**config.mk**
```make
export PLATFORM = sky130hd
export DESIGN_NAME = lru_key_value_cache_unit
export DESIGN_NICKNAME = d
export VERILOG_FILES = /design/src/hw/rtl/lkv_pkg.sv /design/src/hw/rtl/lkv_ram.sv /design/src/hw/rtl/lru_key_value_cache_unit.sv
export VERILOG_INCLUDE_DIRS = /design/src /design/src/hw/rtl
export SDC_FILE = /design/constraint.sdc
export NUM_CORES = 2
export LEC_CHECK = 0
export ABC_AREA = 1
export BUFFER_PORTS_ARGS = -buffer_cell sky130_fd_sc_hd__buf_4
export CAP_MARGIN = 20
export CORE_MARGIN = 1
export CORE_UTILIZATION = 50
export DETAILED_ROUTE_END_ITERATION = 6
export PLACE_DENSITY_LB_ADDON = 0.25
export REMOVE_ABC_BUFFERS = 1
export SLEW_MARGIN = 10
export SYNTH_ARGS = -nofsm -noshare
export SYNTH_HDL_FRONTEND = slang
export SYNTH_SLANG_ARGS = --single-unit
```
**constraint.sdc**
```tcl
create_clock -name i_clk -period 5.5 [get_ports i_clk]
set_clock_uncertainty 0.05 [all_clocks]
set_input_delay 0.55 -clock i_clk [delete_from_list [all_inputs] [get_ports i_clk]]
set_output_delay 0.55 -clock i_clk [all_outputs]
set_load 0.03 [all_outputs]
```
**src/hw/rtl/assert_macros.svh**
```systemverilog
// Shared assertion macros for the RTL. Every check is sampled on i_clk and
// is switched off while the synchronous reset is asserted.
`ifndef ASSERT_MACROS_SVH
`define ASSERT_MACROS_SVH

// A condition that must hold at every clock edge.
`define ASSERT_ALWAYS(label, expr, msg) \
    label: assert property (@(posedge i_clk) disable iff (!i_rst_n) (expr)) \
        else $error(msg);

// A consequent that must hold in the same cycle as its antecedent.
`define ASSERT_IMPLY(label, ante, cons, msg) \
    label: assert property (@(posedge i_clk) disable iff (!i_rst_n) (ante) |-> (cons)) \
        else $error(msg);

// A consequent that must hold in the cycle after its antecedent.
`define ASSERT_NEXT(label, ante, cons, msg) \
    label: assert property (@(posedge i_clk) disable iff (!i_rst_n) (ante) |=> (cons)) \
        else $error(msg);

`endif

```
**src/hw/rtl/lkv_pkg.sv**
```systemverilog
package lkv_pkg;

    // Widths fixed by the command word and the configuration register.
    localparam int KEY_W = 32;
    localparam int VAL_W = 32;
    localparam int CAP_W = 5;

    // Capacity after reset.
    localparam logic [CAP_W-1:0] CAP_RESET = 5'd16;

    // Command codes.
    localparam logic CMD_GET = 1'b0;
    localparam logic CMD_SET = 1'b1;

    // Sequencer states.
    typedef enum logic [1:0] {
        ST_IDLE,
        ST_SCAN,
        ST_FINISH
    } t_state;

endpackage

```
**src/hw/rtl/lkv_ram.sv**
```systemverilog
module lkv_ram #(
    parameter int WIDTH = 32,
    parameter int DEPTH = 16
) (
    input  logic                                   i_clk,
    input  logic                                   i_we,
    input  logic [(DEPTH > 1 ? $clog2(DEPTH) : 1)-1:0] i_waddr,
    input  logic [WIDTH-1:0]                       i_wdata,
    input  logic [(DEPTH > 1 ? $clog2(DEPTH) : 1)-1:0] i_raddr,
    output logic [WIDTH-1:0]                       o_rdata
);

    logic [WIDTH-1:0] r_mem [DEPTH];
    logic [WIDTH-1:0] r_rdata;

    // One write port and one registered read port.
    always_ff @(posedge i_clk) begin
        if (i_we) begin
            r_mem[i_waddr] <= i_wdata;
        end
        r_rdata <= r_mem[i_raddr];
    end

    assign o_rdata = r_rdata;

endmodule

```
**src/hw/rtl/lru_key_value_cache_unit.sv**
```systemverilog
// A get word is accepted on start; its result strobe is registered from the finishing state.
// Busy holds from acceptance until the word is finished, and no new word is taken meanwhile.
// Each word takes one pass over the key and value memories through a single comparator.
// A set word produces no result; the receiver cannot stall and takes each result strobe.
// Reset is synchronous and active low: it empties the cache and sets capacity to 16.
// No clearing pass runs after reset; valid bits gate every stored key and value.
`include "assert_macros.svh"

module lru_key_value_cache_unit #(
    parameter int ENTRIES = 16
) (
    input  logic                            i_clk,
    input  logic                            i_rst_n,
    input  logic                            start,
    output logic                            busy,
    input  logic                            i_cfg_we,
    input  logic [lkv_pkg::CAP_W-1:0]       i_cfg_wdata,
    input  logic                            i_cmd,
    input  logic signed [lkv_pkg::KEY_W-1:0] i_lookup_key,
    input  logic signed [lkv_pkg::VAL_W-1:0] i_write_value,
    output logic                            o_strobe,
    output logic                            o_found,
    output logic signed [lkv_pkg::VAL_W-1:0] o_read_value
);

    localparam int IW = (ENTRIES > 1) ? $clog2(ENTRIES) : 1;
    localparam int CW = $clog2(ENTRIES + 1);
    localparam int EW = (CW > lkv_pkg::CAP_W) ? CW : lkv_pkg::CAP_W;
    localparam logic [IW-1:0] LAST_IDX = IW'(ENTRIES - 1);

    lkv_pkg::t_state r_state, n_state;

    // Configuration and per-entry control state.
    logic [lkv_pkg::CAP_W-1:0] r_cap;
    logic [ENTRIES-1:0]        r_valid, n_valid;
    logic [IW-1:0]             r_rank [ENTRIES];
    logic [IW-1:0]             n_rank [ENTRIES];
    logic [CW-1:0]             r_count, n_count;

    // Latched command word.
    logic                      r_cmd;
    logic [lkv_pkg::KEY_W-1:0] r_key;
    logic [lkv_pkg::VAL_W-1:0] r_val;

    // Scan pointer and the results gathered over the pass.
    logic [IW-1:0]             r_chk_idx;
    logic                      r_hit;
    logic [IW-1:0]             r_hit_idx;
    logic [IW-1:0]             r_hit_rank;
    logic [lkv_pkg::VAL_W-1:0] r_hit_val;
    logic                      r_free_ok;
    logic [IW-1:0]             r_free_idx;
    logic [IW-1:0]             r_vic_idx;

    // Result registers.
    logic                      r_strobe;
    logic                      r_found;
    logic [lkv_pkg::VAL_W-1:0] r_rdval;

    logic                      accept;
    logic [IW-1:0]             raddr;
    logic [lkv_pkg::KEY_W-1:0] key_rdata;
    logic [lkv_pkg::VAL_W-1:0] val_rdata;
    logic                      chk_valid;
    logic                      key_match;
    logic                      vic_match;
    logic [EW-1:0]             eff_cap;
    logic                      do_set;
    logic                      evict;
    logic                      ins;
    logic [IW-1:0]             slot;
    logic                      key_we;
    logic                      val_we;
    logic [IW-1:0]             val_waddr;
    logic                      fin_get;

    assign busy   = (r_state != lkv_pkg::ST_IDLE);
    assign accept = start && !busy;

    // The read address runs one entry ahead of the compare stage.
    assign raddr = (r_state != lkv_pkg::ST_SCAN || r_chk_idx == LAST_IDX) ?
                   '0 : r_chk_idx + 1'b1;

    lkv_ram #(.WIDTH(lkv_pkg::KEY_W), .DEPTH(ENTRIES)) u_key_ram (
        .i_clk   (i_clk),
        .i_we    (key_we),
        .i_waddr (slot),
        .i_wdata (r_key),
        .i_raddr (raddr),
        .o_rdata (key_rdata)
    );

    lkv_ram #(.WIDTH(lkv_pkg::VAL_W), .DEPTH(ENTRIES)) u_val_ram (
        .i_clk   (i_clk),
        .i_we    (val_we),
        .i_waddr (val_waddr),
        .i_wdata (r_val),
        .i_raddr (raddr),
        .o_rdata (val_rdata)
    );

    // Shared compare unit: one entry is checked per scan cycle.
    assign chk_valid = r_valid[r_chk_idx];
    assign key_match = chk_valid && (key_rdata == r_key);
    assign vic_match = chk_valid && (CW'(r_rank[r_chk_idx]) == r_count - 1'b1);

    // A get word in its finishing cycle raises the result strobe next.
    assign fin_get = (r_state == lkv_pkg::ST_FINISH) && (r_cmd == lkv_pkg::CMD_GET);

    // Capacity saturates to the range one through ENTRIES.
    always_comb begin
        if (r_cap == '0) begin
            eff_cap = EW'(1);
        end else if (EW'(r_cap) > EW'(ENTRIES)) begin
            eff_cap = EW'(ENTRIES);
        end else begin
            eff_cap = EW'(r_cap);
        end
    end

    // Decisions for the finishing cycle.
    always_comb begin
        do_set = (r_cmd == lkv_pkg::CMD_SET);
        evict  = do_set && !r_hit && (EW'(r_count) >= eff_cap);
        if (evict) begin
            slot = (r_free_ok && r_free_idx < r_vic_idx) ? r_free_idx : r_vic_idx;
            ins  = 1'b1;
        end else begin
            slot = r_free_idx;
            ins  = do_set && !r_hit && r_free_ok;
        end
        key_we    = (r_state == lkv_pkg::ST_FINISH) && ins;
        val_we    = (r_state == lkv_pkg::ST_FINISH) && do_set && (r_hit || ins);
        val_waddr = r_hit ? r_hit_idx : slot;
    end

    // Sequencer next state.
    always_comb begin
        n_state = r_state;
        case (r_state)
            lkv_pkg::ST_IDLE: begin
                if (start) begin
                    n_state = lkv_pkg::ST_SCAN;
                end
            end
            lkv_pkg::ST_SCAN: begin
                if (r_chk_idx == LAST_IDX) begin
                    n_state = lkv_pkg::ST_FINISH;
                end
            end
            lkv_pkg::ST_FINISH: begin
                n_state = lkv_pkg::ST_IDLE;
            end
            default: begin
                n_state = lkv_pkg::ST_IDLE;
            end
        endcase
    end

    // Recency, valid and count update, applied to every entry at once.
    always_comb begin
        n_valid = r_valid;
        n_count = r_count;
        for (int i = 0; i < ENTRIES; i++) begin
            n_rank[i] = r_rank[i];
        end
        if (r_state == lkv_pkg::ST_FINISH) begin
            if (r_hit) begin
                for (int i = 0; i < ENTRIES; i++) begin
                    if (IW'(i) == r_hit_idx) begin
                        n_rank[i] = '0;
                    end else if (r_valid[i] && r_rank[i] < r_hit_rank) begin
                        n_rank[i] = r_rank[i] + 1'b1;
                    end
                end
            end else if (ins) begin
                for (int i = 0; i < ENTRIES; i++) begin
                    if (IW'(i) == slot) begin
                        n_valid[i] = 1'b1;
                        n_rank[i]  = '0;
                    end else if (evict && IW'(i) == r_vic_idx) begin
                        n_valid[i] = 1'b0;
                        n_rank[i]  = '0;
                    end else if (r_valid[i]) begin
                        n_rank[i] = r_rank[i] + 1'b1;
                    end
                end
                if (!evict) begin
                    n_count = r_count + 1'b1;
                end
            end
        end
    end

    // State register and control state.
    always_ff @(posedge i_clk) begin
        if (!i_rst_n) begin
            r_state  <= lkv_pkg::ST_IDLE;
            r_cap    <= lkv_pkg::CAP_RESET;
            r_valid  <= '0;
            r_count  <= '0;
            r_strobe <= 1'b0;
            for (int i = 0; i < ENTRIES; i++) begin
                r_rank[i] <= '0;
            end
        end else begin
            r_state  <= n_state;
            r_valid  <= n_valid;
            r_count  <= n_count;
            r_strobe <= fin_get;
            for (int i = 0; i < ENTRIES; i++) begin
                r_rank[i] <= n_rank[i];
            end
            if (i_cfg_we) begin
                r_cap <= i_cfg_wdata;
            end
        end
    end

    // Command latch and scan tracking.
    always_ff @(posedge i_clk) begin
        if (accept) begin
            r_cmd     <= i_cmd;
            r_key     <= i_lookup_key;
            r_val     <= i_write_value;
            r_chk_idx <= '0;
            r_hit     <= 1'b0;
            r_free_ok <= 1'b0;
            r_free_idx <= '0;
            r_vic_idx <= '0;
        end else if (r_state == lkv_pkg::ST_SCAN) begin
            if (r_chk_idx != LAST_IDX) begin
                r_chk_idx <= r_chk_idx + 1'b1;
            end
            if (key_match && !r_hit) begin
                r_hit      <= 1'b1;
                r_hit_idx  <= r_chk_idx;
                r_hit_rank <= r_rank[r_chk_idx];
                r_hit_val  <= val_rdata;
            end
            if (!chk_valid && !r_free_ok) begin
                r_free_ok  <= 1'b1;
                r_free_idx <= r_chk_idx;
            end
            if (vic_match) begin
                r_vic_idx <= r_chk_idx;
            end
        end
        if (r_state == lkv_pkg::ST_FINISH) begin
            r_found <= r_hit;
            r_rdval <= r_hit ? r_hit_val : '1;
        end
    end

    assign o_strobe     = r_strobe;
    assign o_found      = r_found;
    assign o_read_value = r_rdval;

    `ASSERT_ALWAYS(a_count_matches_valid, $countones(r_valid) == int'(r_count), "count differs from valid bits")
    `ASSERT_IMPLY(a_miss_all_ones, o_strobe && !o_found, o_read_value == '1, "miss without all ones")
    `ASSERT_NEXT(a_accept_goes_busy, start && !busy, busy, "accepted word did not raise busy")
    `ASSERT_IMPLY(a_strobe_after_finish, o_strobe, $past(fin_get), "stray result strobe")
    `ASSERT_ALWAYS(a_count_bound, r_count <= CW'(ENTRIES), "entry count above depth")

endmodule
```
After elaboration in Yosys (flattened, before gate mapping)
Memory sizes are Yosys's and may differ from the RTL's. A register that Yosys moved wholly into a read port is not among the register bits. Cells that the tools add are included.

Reduce and logical (&&, ||, !) cells: 96. Bitwise logic cells: 20. $lt $le $gt $ge: 20. Equality and inequality tests: 54. Add/sub/neg operators: 19. Mux-type cells: 151.

Operator list (count): $mux 4 (102); $mux 64 (3); $eq 4x4->1 const A (24); $add 4x1->4 const B (17); $lt 4x4->1 (17); $reduce_and 4->1 (17); $eq 3x4->1 const A (12); $logic_and 1x1->1 (45); $mux 1 (40); $reduce_bool 2->1 (17); $eq 32x32->1 (1); $eq 2x4->1 const A (6); $or 1x1->1 (16); $eq 1x4->1 const A (3); $logic_not 4->1 (3); $mux 5 (2); $reduce_and 2->1 (5); $add 5x1->5 const B (1); $eq 4x5->1 (1); $ge 5x5->1 (1); $gt 5x5->1 const B (1); $logic_not 5->1 (1); $lt 4x5->1 const B (1); $sub 5x1->5 const B (1); other kinds (14) (23).

Memories kept: 3. Word-level logic and storage cells: 396. Input port bits: 74. RAM bits: 1088. Bits in registers: 181. Output and inout bits: 35.

Memories: u_key_ram.r_mem (words 16, bits a word 32, rd ports 1, clocked after Yosys merged registers in 1, wr ports 1, line lkv_ram.sv:13) `logic [WIDTH-1:0] r_mem [DEPTH];`; u_val_ram.r_mem (words 16, bits a word 32, rd ports 1, clocked after Yosys merged registers in 1, wr ports 1, line lkv_ram.sv:13); r_rank (words 16, bits a word 4, rd ports 17, clocked after Yosys merged registers in 1, wr ports 16, line lru_key_value_cache_unit.sv:36) `logic [IW-1:0] r_rank [ENTRIES];`.

Logic depth before layout (Yosys ltp)
Word-level depth: 12. Mapped depth: 20.

Cells and area by module
A second synthesis with hierarchy kept.

Cell total of the unflattened synthesis: 5919. Area total of the unflattened synthesis: 59153.0 um^2.

By module, submodules not included: lkv_ram (cells an instance 2120, times used 2, area each 22730.6 um^2); lru_key_value_cache_unit (cells an instance 1679, times used 1, area each 13691.9 um^2).

Worst setup path before layout
No wires, ideal clock.

Path type: register to register. Start point: register r_cap[0] (netlist name). End point: memory u_val_ram.r_mem[10][0] (enable). Path slack: 1286 ps. Cell stages (with the launch flop): 16. Required time: 5029 ps. Arrival: 3743 ps. Cell sequence: dfxtp_1 > or4_1 > nand2_1 > nand2_1 > ha_1 > nand2_1 > nand2_1 > nand2_1 > nand2_1 > nor2_2 > nor2_8 > nand3_1 > nand2_2 > o21ai_0 > nand3_1 > nor2_1.

Cells in the longest elaborated chain, start to end: 10. Elaborated cells between the ends (all ways): 13.

RTL lines: start, declared (line lru_key_value_cache_unit.sv:34) `logic [lkv_pkg::CAP_W-1:0] r_cap;`; start signal, assigned (line lru_key_value_cache_unit.sv:199) `r_cap <= lkv_pkg::CAP_RESET;`; start signal, assigned (line lru_key_value_cache_unit.sv:215) `r_cap <= i_cfg_wdata;`; $gt 5x5->1 (line lru_key_value_cache_unit.sv:114) `end else if (EW'(r_cap) > EW'(ENTRIES)) begin`; $mux 5 (line lru_key_value_cache_unit.sv:114); $mux 5 (*) (line lru_key_value_cache_unit.sv:112) `if (r_cap == '0) begin`; $ge 5x5->1 (*) (line lru_key_value_cache_unit.sv:124) `evict = do_set && !r_hit && (EW'(r_count) >= eff_cap);`; $logic_and 1x1->1 (*) (line lru_key_value_cache_unit.sv:124); $mux 1 (line lru_key_value_cache_unit.sv:125) `if (evict) begin`; $logic_or 1x1->1 (line lru_key_value_cache_unit.sv:133) `val_we = (r_state == lkv_pkg::ST_FINISH) && do_set && (r_hit || ins);`; $logic_and 1x1->1 (line lru_key_value_cache_unit.sv:133); $mux 1 (line lkv_ram.sv:18) `if (i_we) begin`; $mux 1 (not written as such) (line lkv_ram.sv:19) `r_mem[i_waddr] <= i_wdata;`; end, declared (line lkv_ram.sv:13).

Mark *: on every way between the ends. The rest lies on a longest branch, timed or not.

Final worst setup path
Start point: register r_cap[0] (netlist name). End point: memory u_val_ram.r_mem[11][26] (enable).

Same word-level chain as after synthesis.

==> metrics <==
initial antenna violation count 1; Worst Setup Start Kind flop; Hold/Removal Path Class in -> reg; Hold Crit Endpoint r_cap[0]; Post-DP HPWL 78600 um; Slew HR 4.61%; peak supply drop 0.306 mV; ys async rst share 0%; crit path DAT 4.91 ns; CP most frequent cell nand2_1; Synth Warn # 0; endpoints failing hold 0; commonest non-fill, non-tap cell in the layout nand2_1; Gate Count Post-Synth 4841; f_max 221 MHz; Tmin final 4.52 ns; number of synthesized flops with an enable pin 1162; hold wc startpoint i_cfg_we; PwrDens 362 mW/mm^2; cts bufs inserted 138; Seq pwr share 50.4%; Worst-Skew Late Latency 0.76 ns; setup violators final 0; sequential share of the synthesized area 69.8%; crit-path cells or4_1 > nand2_1 > nand2_1 > ha_1 > nand2_1 > nand2_1 > nand2_1 > nand2_1 > nor2_2 > nor2_8 > nand3_1 > nand2_2 > o21ai_0 > nand3_1 > nor2_4 > buf_4; Core Util, Final 57.5%; nets 5132; drt pass-1 iters 6; Static Leak 22.9 nW; Most used DFF post-synth edfxtp_1; setup TNS 0 ns; RePlAce Congestion 0.918; synthesized cell area 0.0550 mm^2; drt wl/cell 21.0 um; Layout Cells excl Fill 6506; final worst setup slack 0.976 ns; number of global-route vias before repair 35400; status finished clean; DRT iter0 DRCs 3384; critical path's slowest cell nor2_4; R2R depth 16; Inst Count DP 6185; critical path class reg -> reg; Comb pwr share 8.8%; Place WS 1.06 ns; Worst Path Max Fanout 21; Fin Hold WS 0.0804 ns; proportion of layout cells with a drive suffix above 1 11.1%; Avg Inst Size Synth 11.4 um^2; GRT Total Usage 24.6%; Synth area leader edfxtp_1; first-pass GRT wire length 210000 um; period utilization 82.2%; Worst-path clk slew 0.06 ns; hold path depth 3; RR Startpoint r_cap[0]; Clock Tree Buf Depth 3; switching fraction of total power 24.0%; CORE AREA 0.109 mm^2; H-Tree Depth 4; internal power 17.2 mW; Initial Util 50.4%; clock root buffer clkbuf_16; Row Count 121; Via density 5.65; dominant cells by area after synthesis edfxtp_1 (63%), nand2_1 (9.4%), nand3_1 (6.9%); Yosys cell types 50; Layout area overhead 14.1%; Clock power frac 40.8%; diode count 0; Yosys reg bits 1337; Total Wirelength 136000 um; Die H 334 um; Final Slew Violations 0; Resized cells post-CTS 0; I/O pin count 109; total gr overflow 0; final instance area 0.0627 mm^2; CTS tree built; post-synth top area share 63.5%; unrepaired setup endpoints after global routing no; Setup crit end kind flop; Die ar. 0.111 mm^2; worst reg2reg endpoint u_val_ram.r_mem[11][26]; slowest stage delay, CP 0.67 ns; maxcap violations 0; dpl cell area 0.0575 mm^2; Total Power 22.7 mW; PortBufs 108; # fillers 8787; Chip Width 334 um; Critical Path RT 5.89 ns; largest net degree at the start of global routing 225; sinks on the clock net 1337; Net Sw Power 5.45 mW; Least-Margin Pin Slew 1.43 ns; reg2reg setup slack 0.98 ns; most frequent cells in the layout nand2_1 (1370), edfxtp_1 (1162), nand3_1 (762); drt drc 0; Routed Antenna Nets 0; Vias 36700
## cell type report
class	instances	area, um^2	area share [%]
clock buffer	188	3870	6.17
timing repair buffer	254	2250	3.58
sequential	1337	38400	61.2
multi-input combinational	3088	15200	24.2
inverter	163	633	1.01
tap	1414	1770	2.82
clock inverter	62	614	0.980
## logic make-up (layout without fill, tap and decap cells)
logic type      count (synthesis)  after routing  synth area share (%)
compound gates                377            377                  4.38
simple gates                 2579           2579                  20.1
xor+xnor                       56             56                 0.892
buf+inv                       416            667                  3.09
flops                        1337           1337                  69.8
fa+ha+maj                      76             76                  1.73
## sequential cells by signal, indices dropped and copies added, names as in the netlist, 2 cells and up, named ones only
| register | flops |
|---|---|
| r_state | 2 |
| r_count | 5 |
| u_key_ram.r_mem | 512 |
| u_val_ram.r_mem | 512 |
| u_val_ram.o_rdata | 32 |
| r_hit_idx | 4 |
| u_key_ram.o_rdata | 32 |
| r_cap | 5 |
| r_hit_rank | 4 |
| r_chk_idx | 4 |
| r_hit_val | 32 |
| r_valid | 16 |
| r_val | 32 |
| r_rank | 64 |
| r_free_idx | 4 |
| r_vic_idx | 4 |
| r_key | 32 |
| o_read_value | 32 |
## cells in the mapped netlist, types with 2 or more instances
cell type,instances
nor4_1,2
ha_1,76
nand3b_1,2
inv_2,25
or2_2,36
a21boi_0,16
o211ai_1,33
nor3_1,8
a31oi_1,64
nand4_1,6
nand2_1,1370
o21ai_0,51
nor2_1,327
xnor2_1,21
a21oi_1,126
nor3_2,4
o221ai_1,3
inv_1,136
clkinv_1,2
buf_1,8
nand2_2,40
o21ai_1,2
dfxtp_1,175
a21oi_2,10
clkbuf_1,158
nor3b_1,2
buf_6,2
xor2_1,35
nand3_1,763
a32oi_1,64
buf_4,6
nor2_2,2
buf_2,78
edfxtp_1,1162
o22ai_1,2
nor2_4,10
## worst max-delay path by stage
stage                       startpoint                       to  slack (ns)
after floorplan           r_chk_idx[0]     u_key_ram.o_rdata[0]      -17.80
after global placement        r_cap[0]  u_val_ram.r_mem[11][12]        1.13
after detailed placement      r_cap[0]  u_val_ram.r_mem[11][10]        1.06
after CTS                     r_cap[0]   u_val_ram.r_mem[11][9]        1.03
after global routing          r_cap[0]  u_val_ram.r_mem[11][26]        0.71
final                         r_cap[0]  u_val_ram.r_mem[11][26]        0.98
## power groups by stage
stage / logic [mW] / registers (mW) / clock network (mW)
2_1_floorplan: 1.40 / 11.6 / 0
3_3_place_gp: 1.91 / 11.6 / 0
3_5_place_dp: 1.93 / 11.6 / 0
4_1_cts: 1.98 / 11.4 / 9.40
5_1_grt: 2.18 / 11.5 / 9.79
6_report: 1.99 / 11.4 / 9.26
## repair_timing
| action | CTS | global route |
|---|---|---|
| hold buffers | 71 | 0 |
| setup buffers | 0 | 0 |
| hold endpoints to repair | 70 | 0 |
## worst max-delay path, delay by kind of cell (launching register included)
| kind | cells | cell delay, ns |
|---|---|---|
| AOI/OAI and AO/OA | 1 | 0.56 |
| adders and majority gates | 1 | 0.29 |
| and+or+nand+nor | 13 | 2.64 |
| buffers and inverters | 1 | 0.34 |
| DFF | 1 | 0.31 |
## layer usage
metal	vias up	track usage (%)	wire length [um]
li1	17200	-	-
met1	17900	33.5	57800
met2	1369	40.2	65300
met3	237	3.87	9240
met4	2	8.88	4060
met5	-	0	17
Power figures use the tool's default switching activity.
